[config.mk]
export PLATFORM = sky130hd
export DESIGN_NAME = cubic_bspline_kernel_eval
export DESIGN_NICKNAME = d
export VERILOG_FILES = /design/src/cbk_pkg.sv /design/src/cbk_fold.sv /design/src/cbk_poly.sv /design/src/cbk_div6.sv /design/src/cubic_bspline_kernel_eval.sv
export SDC_FILE = /design/constraint.sdc
export NUM_CORES = 2
export LEC_CHECK = 0
export BUFFER_PORTS_ARGS = -buffer_cell sky130_fd_sc_hd__buf_2
export CAP_MARGIN = 40
export CORE_MARGIN = 2
export CORE_UTILIZATION = 50
export DETAILED_ROUTE_END_ITERATION = 16
export PLACE_DENSITY = 0.66
export SLEW_MARGIN = 20
export SYNTH_ARGS = -nofsm -noshare
export SYNTH_HDL_FRONTEND = slang
export SYNTH_HIERARCHICAL = 1
export SYNTH_SLANG_ARGS = --single-unit
[constraint.sdc]
create_clock -name clk -period 9.7 [get_ports clk]
set_input_delay 2.91 -clock clk [delete_from_list [all_inputs] [get_ports clk]]
set_output_delay 2.91 -clock clk [all_outputs]
set_load 0.01 [all_outputs]
[src/cbk_pkg.sv]
`default_nettype none

package cbk_pkg;

    // Fixed field formats
    localparam int OFFSET_W  = 16;   // input offset, signed
    localparam int MAG_W     = 17;   // |offset|, 0..32768
    localparam int OUT_W     = 16;   // each result field, signed Q2.14
    localparam int OUT_FRAC  = 14;
    localparam int PRE_W     = 17;   // 6*weight before the divide, 0..65536
    localparam int SMAG_W    = 15;   // slope magnitude, 0..10922

    // Divide by 3 through a reciprocal: floor(x/3) = (x * 43691) >> 17 for x < 2^16
    localparam int             RECIP3_W  = 17;
    localparam logic [16:0]    RECIP3    = 17'd43691;
    localparam int             RECIP3_SH = 17;

    // Per-item control carried alongside the data
    typedef struct packed {
        logic neg;     // offset was negative
        logic inner;   // |offset| < 1, inner cubic piece
    } cbk_ctl_t;

endpackage

`default_nettype wire

[src/cbk_fold.sv]
`default_nettype none

// Stage 1: fold the offset to a magnitude and pick the spline piece.
// u is |x| on the inner piece and 2-|x| on the outer piece; outside
// the support u is zero, which makes all outer formulas give zero.
module cbk_fold
    import cbk_pkg::*;
#(
    parameter int IN_FRAC_BITS = 12
)
(
    input  wire logic                  clk,
    input  wire logic                  en,
    input  wire logic [OFFSET_W-1:0]   offset,
    output logic      [IN_FRAC_BITS:0] u,
    output cbk_ctl_t                   ctl
);

    localparam int UW = IN_FRAC_BITS + 1;
    localparam logic [MAG_W-1:0] ONE_S = MAG_W'(1) << IN_FRAC_BITS;
    localparam logic [MAG_W-1:0] TWO_S = MAG_W'(2) << IN_FRAC_BITS;

    logic             neg;
    logic [MAG_W-1:0] mag;
    logic             is_inner;
    logic             is_outer;
    logic [MAG_W-1:0] k;
    logic [UW-1:0]    u_next;
    cbk_ctl_t         ctl_next;
    logic [UW-1:0]    u_reg;
    cbk_ctl_t         ctl_reg;

    // Magnitude held unsigned so the most negative offset folds to 2^15
    always_comb
    begin
        neg      = offset[OFFSET_W-1];
        mag      = neg ? (MAG_W'(17'h10000) - MAG_W'(offset)) : MAG_W'(offset);
        is_inner = (mag < ONE_S);
        is_outer = (mag < TWO_S);
        k        = TWO_S - mag;
        if (is_inner)
            u_next = UW'(mag);
        else if (is_outer)
            u_next = UW'(k);
        else
            u_next = '0;
        ctl_next.neg   = neg;
        ctl_next.inner = is_inner;
    end

    always_ff @(posedge clk)
    begin
        if (en)
        begin
            u_reg   <= u_next;
            ctl_reg <= ctl_next;
        end
    end

    assign u   = u_reg;
    assign ctl = ctl_reg;

endmodule

`default_nettype wire

[src/cbk_poly.sv]
`default_nettype none

// Stages 2 to 4: square, cube and combine the polynomial terms.
// Stage 2: u^2, slope product, curvature.
// Stage 3: u^3, slope magnitude.
// Stage 4: 6*B*S^3 numerator scaled to Q2.14 (divide by 6 follows), signed slope.
module cbk_poly
    import cbk_pkg::*;
#(
    parameter int IN_FRAC_BITS = 12
)
(
    input  wire logic                  clk,
    input  wire logic [2:0]            en,
    input  wire logic [IN_FRAC_BITS:0] u,
    input  wire cbk_ctl_t              ctl,
    output logic      [PRE_W-1:0]      pre,
    output logic      [OUT_W-1:0]      slope,
    output logic      [OUT_W-1:0]      curvature
);

    localparam int F     = IN_FRAC_BITS;
    localparam int UW    = F + 1;
    localparam int SQW   = 2 * F + 2;
    localparam int TW    = F + 3;
    localparam int PW    = 2 * F + 4;
    localparam int CUW   = 3 * F + 3;
    localparam int NW    = 3 * F + 4;
    localparam int SL_SH = 2 * F + 1 - OUT_FRAC;
    localparam int W_SH  = 3 * F - OUT_FRAC;
    localparam int C_SH  = OUT_FRAC - F;

    localparam logic [TW-1:0] TWO_S   = TW'(2) << F;
    localparam logic [TW-1:0] FOUR_S  = TW'(4) << F;
    localparam logic [NW-1:0] FOUR_S3 = NW'(1) << (3 * F + 2);

    // Stage 2 signals
    logic [TW-1:0]  u3;
    logic [TW-1:0]  t4;
    logic [TW-1:0]  c_raw;
    logic [16:0]    c_sh;
    logic [SQW-1:0] sq2_next;
    logic [PW-1:0]  prod2_next;
    logic [SQW-1:0] sq2_reg;
    logic [PW-1:0]  prod2_reg;
    logic [UW-1:0]  u2_reg;
    cbk_ctl_t       ctl2_reg;
    logic [OUT_W-1:0] curv2_reg;

    // Stage 3 signals
    logic [CUW-1:0]    cube3_next;
    logic [PW-1:0]     ssel;
    logic [PW-1:0]     ssh;
    logic [SMAG_W-1:0] smag3_next;
    logic [CUW-1:0]    cube3_reg;
    logic [SQW-1:0]    sq3_reg;
    logic [SMAG_W-1:0] smag3_reg;
    cbk_ctl_t          ctl3_reg;
    logic [OUT_W-1:0]  curv3_reg;

    // Stage 4 signals
    logic [NW-1:0]    three_cube;
    logic [NW-1:0]    six_sqs;
    logic [NW-1:0]    num;
    logic [NW-1:0]    num_sh;
    logic [OUT_W-1:0] smag_ext;
    logic [OUT_W-1:0] slope4_next;
    logic [PRE_W-1:0] pre4_reg;
    logic [OUT_W-1:0] slope4_reg;
    logic [OUT_W-1:0] curv4_reg;

    // Stage 2: square, slope product a*(4S-3a), curvature (3a-2S or 2-a)
    always_comb
    begin
        u3         = TW'(u) + (TW'(u) << 1);
        t4         = FOUR_S - u3;
        sq2_next   = SQW'(u) * SQW'(u);
        prod2_next = PW'(u) * PW'(t4);
        c_raw      = ctl.inner ? (u3 - TWO_S) : TW'(u);
        c_sh       = 17'($signed(c_raw)) <<< C_SH;
    end

    always_ff @(posedge clk)
    begin
        if (en[0])
        begin
            sq2_reg   <= sq2_next;
            prod2_reg <= prod2_next;
            u2_reg    <= u;
            ctl2_reg  <= ctl;
            curv2_reg <= c_sh[OUT_W-1:0];
        end
    end

    // Stage 3: cube and slope magnitude
    always_comb
    begin
        cube3_next = CUW'(sq2_reg) * CUW'(u2_reg);
        ssel       = ctl2_reg.inner ? prod2_reg : PW'(sq2_reg);
        ssh        = ssel >> SL_SH;
        smag3_next = ssh[SMAG_W-1:0];
    end

    always_ff @(posedge clk)
    begin
        if (en[1])
        begin
            cube3_reg <= cube3_next;
            sq3_reg   <= sq2_reg;
            smag3_reg <= smag3_next;
            ctl3_reg  <= ctl2_reg;
            curv3_reg <= curv2_reg;
        end
    end

    // Stage 4: inner numerator 4S^3 + 3a^3 - 6a^2 S, outer (2-a)^3, scaled to Q2.14
    always_comb
    begin
        three_cube  = (NW'(cube3_reg) << 1) + NW'(cube3_reg);
        six_sqs     = (NW'(sq3_reg) << (F + 2)) + (NW'(sq3_reg) << (F + 1));
        num         = ctl3_reg.inner ? (FOUR_S3 + three_cube - six_sqs) : NW'(cube3_reg);
        num_sh      = num >> W_SH;
        smag_ext    = OUT_W'(smag3_reg);
        slope4_next = ctl3_reg.neg ? smag_ext : (OUT_W'(0) - smag_ext);
    end

    always_ff @(posedge clk)
    begin
        if (en[2])
        begin
            pre4_reg   <= num_sh[PRE_W-1:0];
            slope4_reg <= slope4_next;
            curv4_reg  <= curv3_reg;
        end
    end

    assign pre       = pre4_reg;
    assign slope     = slope4_reg;
    assign curvature = curv4_reg;

endmodule

`default_nettype wire

[src/cbk_div6.sv]
`default_nettype none

// Stage 5: weight = floor(pre / 6) = floor(floor(pre / 2) / 3), by reciprocal.
// This is also the output register.
module cbk_div6
    import cbk_pkg::*;
(
    input  wire logic              clk,
    input  wire logic              en,
    input  wire logic [PRE_W-1:0]  pre,
    input  wire logic [OUT_W-1:0]  slope_in,
    input  wire logic [OUT_W-1:0]  curv_in,
    output logic      [OUT_W-1:0]  weight,
    output logic      [OUT_W-1:0]  slope,
    output logic      [OUT_W-1:0]  curvature
);

    localparam int MW = OUT_W + RECIP3_W;

    logic [OUT_W-1:0] half;
    logic [MW-1:0]    prod;
    logic [MW-1:0]    quo;
    logic [OUT_W-1:0] weight_reg;
    logic [OUT_W-1:0] slope_reg;
    logic [OUT_W-1:0] curv_reg;

    always_comb
    begin
        half = pre[PRE_W-1:1];
        prod = MW'(half) * MW'(RECIP3);
        quo  = prod >> RECIP3_SH;
    end

    always_ff @(posedge clk)
    begin
        if (en)
        begin
            weight_reg <= quo[OUT_W-1:0];
            slope_reg  <= slope_in;
            curv_reg   <= curv_in;
        end
    end

    assign weight    = weight_reg;
    assign slope     = slope_reg;
    assign curvature = curv_reg;

endmodule

`default_nettype wire

[src/cubic_bspline_kernel_eval.sv]
`default_nettype none

// Cubic B-spline Parzen kernel evaluator. Each transaction on the s_ side
// carries one signed offset (IN_FRAC_BITS fraction bits); each transaction on
// the m_ side returns the kernel weight, its first derivative and its second
// derivative, all signed Q2.14 truncated toward zero, zero outside (-2, 2).
// The block is a five-stage pipeline (fold, square, cube, combine, divide by
// six) and accepts one offset every cycle while s_tready is high; m_tvalid
// is the valid bit of the last stage, whose register holds the result. Each
// stage holds its item while the next stage is full and cannot move on, so
// backpressure on m_tready stalls only as far back as needed and bubbles
// are squeezed out.
module cubic_bspline_kernel_eval
    import cbk_pkg::*;
#(
    parameter int IN_FRAC_BITS = 12
)
(
    input  wire logic        clk,
    input  wire logic        rst_n,
    input  wire logic        s_tvalid,
    output logic             s_tready,
    input  wire logic [15:0] s_tdata,   // [15:0] offset
    output logic             m_tvalid,
    input  wire logic        m_tready,
    output logic [47:0]      m_tdata    // [15:0] weight, [31:16] slope, [47:32] curvature
);

    localparam int NSTG = 5;

    logic [NSTG-1:0]     valid_reg;
    logic [NSTG-1:0]     valid_next;
    logic [NSTG-1:0]     adv;

    logic [IN_FRAC_BITS:0] u1;
    cbk_ctl_t              ctl1;
    logic [PRE_W-1:0]      pre4;
    logic [OUT_W-1:0]      slope4;
    logic [OUT_W-1:0]      curv4;
    logic [OUT_W-1:0]      weight_o;
    logic [OUT_W-1:0]      slope_o;
    logic [OUT_W-1:0]      curv_o;

    // A stage loads when it is empty or its content moves on
    always_comb
    begin
        adv[NSTG-1] = !valid_reg[NSTG-1] || m_tready;
        for (int i = NSTG - 2; i >= 0; i--)
            adv[i] = !valid_reg[i] || adv[i+1];
        valid_next[0] = adv[0] ? s_tvalid : valid_reg[0];
        for (int i = 1; i < NSTG; i++)
            valid_next[i] = adv[i] ? valid_reg[i-1] : valid_reg[i];
    end

    always_ff @(posedge clk or negedge rst_n)
    begin
        if (!rst_n)
            valid_reg <= '0;
        else
            valid_reg <= valid_next;
    end

    cbk_fold #(
        .IN_FRAC_BITS (IN_FRAC_BITS)
    ) u_fold (
        .clk    (clk),
        .en     (adv[0]),
        .offset (s_tdata),
        .u      (u1),
        .ctl    (ctl1)
    );

    cbk_poly #(
        .IN_FRAC_BITS (IN_FRAC_BITS)
    ) u_poly (
        .clk       (clk),
        .en        (adv[3:1]),
        .u         (u1),
        .ctl       (ctl1),
        .pre       (pre4),
        .slope     (slope4),
        .curvature (curv4)
    );

    cbk_div6 u_div6 (
        .clk       (clk),
        .en        (adv[4]),
        .pre       (pre4),
        .slope_in  (slope4),
        .curv_in   (curv4),
        .weight    (weight_o),
        .slope     (slope_o),
        .curvature (curv_o)
    );

    assign s_tready = adv[0];
    assign m_tvalid = valid_reg[NSTG-1];
    assign m_tdata  = {curv_o, slope_o, weight_o};

endmodule

`default_nettype wire
==> metrics.cfg <==
[critical_path]
startpoint_type = flop
slowest_delay_ns = 0.60
arrival_ns = 9.52
end_kind = flop
slowest_stage = edfxtp_1
crit_top_cell = fa_1
setup.worst_path.class = flop to flop
critPathMaxFanout = 13
required_ns = 9.98

[timing]
setup_ws_ns = 0.4540
worst_pin_slew_ns = 0.8675
max_freq_mhz = 108.2
slew_violations = 0
timing.slew.headroom_pct = 42.16
setup_viol = 0
grt_setup_unrepaired = no
fin_crit_sh_pct = 95.32
final.setup.tns_ns = 0
fin_crit_ns = 9.246
hold_viol = 0
clock_skew_ns = 0.03837

[placed_design]
hpwl_mm = 67.61
dp_cells = 4832
gp_congestion = 0.9361
place_ws_ns = 0.5158
io_buffers = 68

[floorplan]
die_x_um = 282.4
core_area_um2 = 77080
row_count = 102
io_pins = 70
start_util_pct = 50.26
die_y_um = 282.4
dieArea_um2 = 79720

[cells_and_area]
stdcell_count = 4894
fillCellCount = 6909
diodes = 0
register_area_um2 = 8173
final_net_count = 4922
area_growth_pct = 7.025
drive_gt1_share_pct = 6.746
largest_register_ffs = 39
multiInputGateArea_um2 = 26970

[logic_synthesis]
syn_avg_cell_area_um2 = 10.23
synth_cells = 3786
yosysWarnings = 6
syn_area_um2 = 38740

[global_route]
grt_pass1_wl_mm = 139.4
grt.total_usage_pct = 22.15
grt-ovfl-total = 0
grt_pass1_vias = 27220
antenna_found_initial = 1
grt_max_degree = 66

[routing]
dr_wl_met2_mm = 39.91
vias_per_cell = 5.184
top_layer = met4
wl_met1_mm = 36.88
final_antenna_net_count = 0
drt-initial-drc-count = 1383
wl_per_cell_um = 17.02
drtPass1Iterations = 7
drc = 0
num_vias = 25369
met3_wirelength_mm = 3.970
wl_mm = 83.28

[clocking]
cts_hold_buf = 0
cts_tree = yes
clock_latency_ns = 0.56
cts_buffer_depth = 3
post-cts-setup-buffers = 0
cts_buffers = 34
h-tree-depth = 2
post_cts_resized = 0
clock_sinks = 273
clk_pin_slew_ns = 0.06
root_buffer = clkbuf_16

[outcome]
status = finished clean

[flow_run]
maxCapViolations = 0

[worst_hold_path]
hp-class = flop to flop

-- layout make-up --
class	instances	share of cell area (%)
inverter	836	7.575
sequential	273	19.71
tap	1040	3.138
clock inverter	21	0.3833
timing repair buffer	120	1.986
clock buffer	40	2.155
multi-input combinational	2564	65.05
-- worst max-delay path, delay by kind of cell (launching register included) --
| kind | cells | cell delay, ns |
|---|---|---|
| AO/OA/AOI/OAI | 8 | 2.22 |
| XOR/XNOR | 2 | 0.28 |
| adder cells (fa/ha/maj) | 7 | 3.31 |
| buffers and inverters | 6 | 0.63 |
| flip-flops | 1 | 0.60 |
| multiplexers | 1 | 0.09 |
| AND/OR/NAND/NOR | 8 | 1.84 |
-- metal layers --
metal | track usage [%] | vias to the layer above
met2 | 37.81 | 569
met1 | 29.60 | 12689
met4 | 6.933 | 0
met3 | 2.577 | 130
met5 | 0 | -
li1 | - | 11981
-- layout by cell type (no fill, tap or decap), types with 17 or more instances in the layout --
cell,n
a21oi_1,92
nand2b_1,17
and2_1,210
inv_1,834
a21o_1,38
nand4_1,20
buf_4,43
buf_2,68
nor3_1,43
clkbuf_16,34
ha_1,450
o21ai_0,61
nand3_1,17
nand2_1,403
edfxtp_1,268
nor2b_1,24
fa_1,623
mux2_2,31
nor2_1,132
xnor2_1,93
xor2_1,65
o21a_1,30
-- stage by stage --
stage | hold WS [ns] | cell area (µm²) | util (%)
global placement | 0.4015 | 40220 | 52.18
global route | 0.4097 | 41460 | 53.79
floorplan | 0.4003 | 38760 | -
finish | 0.4108 | 41460 | 53.79
detailed placement | 0.4045 | 40380 | 52.39
CTS | 0.4114 | 41430 | 53.75
-- worst paths after layout --
path                                       from                    to  slack, ns  cells past startpoint
worst max-delay path                u_fold/u[2]  u_poly/prod2_reg[25]       0.45                     32
worst min-delay path            u_poly/slope[4]       u_div6/slope[4]       0.41                      0
worst max register to register      u_fold/u[2]  u_poly/prod2_reg[25]       0.45                     32
worst min register to register  u_poly/slope[4]       u_div6/slope[4]       0.41                      0
max in group asynchronous                 rst_n          valid_reg[2]       7.38                      1
min in group asynchronous                 rst_n          valid_reg[4]       2.18                      1
Power is left out: the tool's default activity adds up to more than one toggle a clock period on the data nets, which glitch-free logic cannot reach.
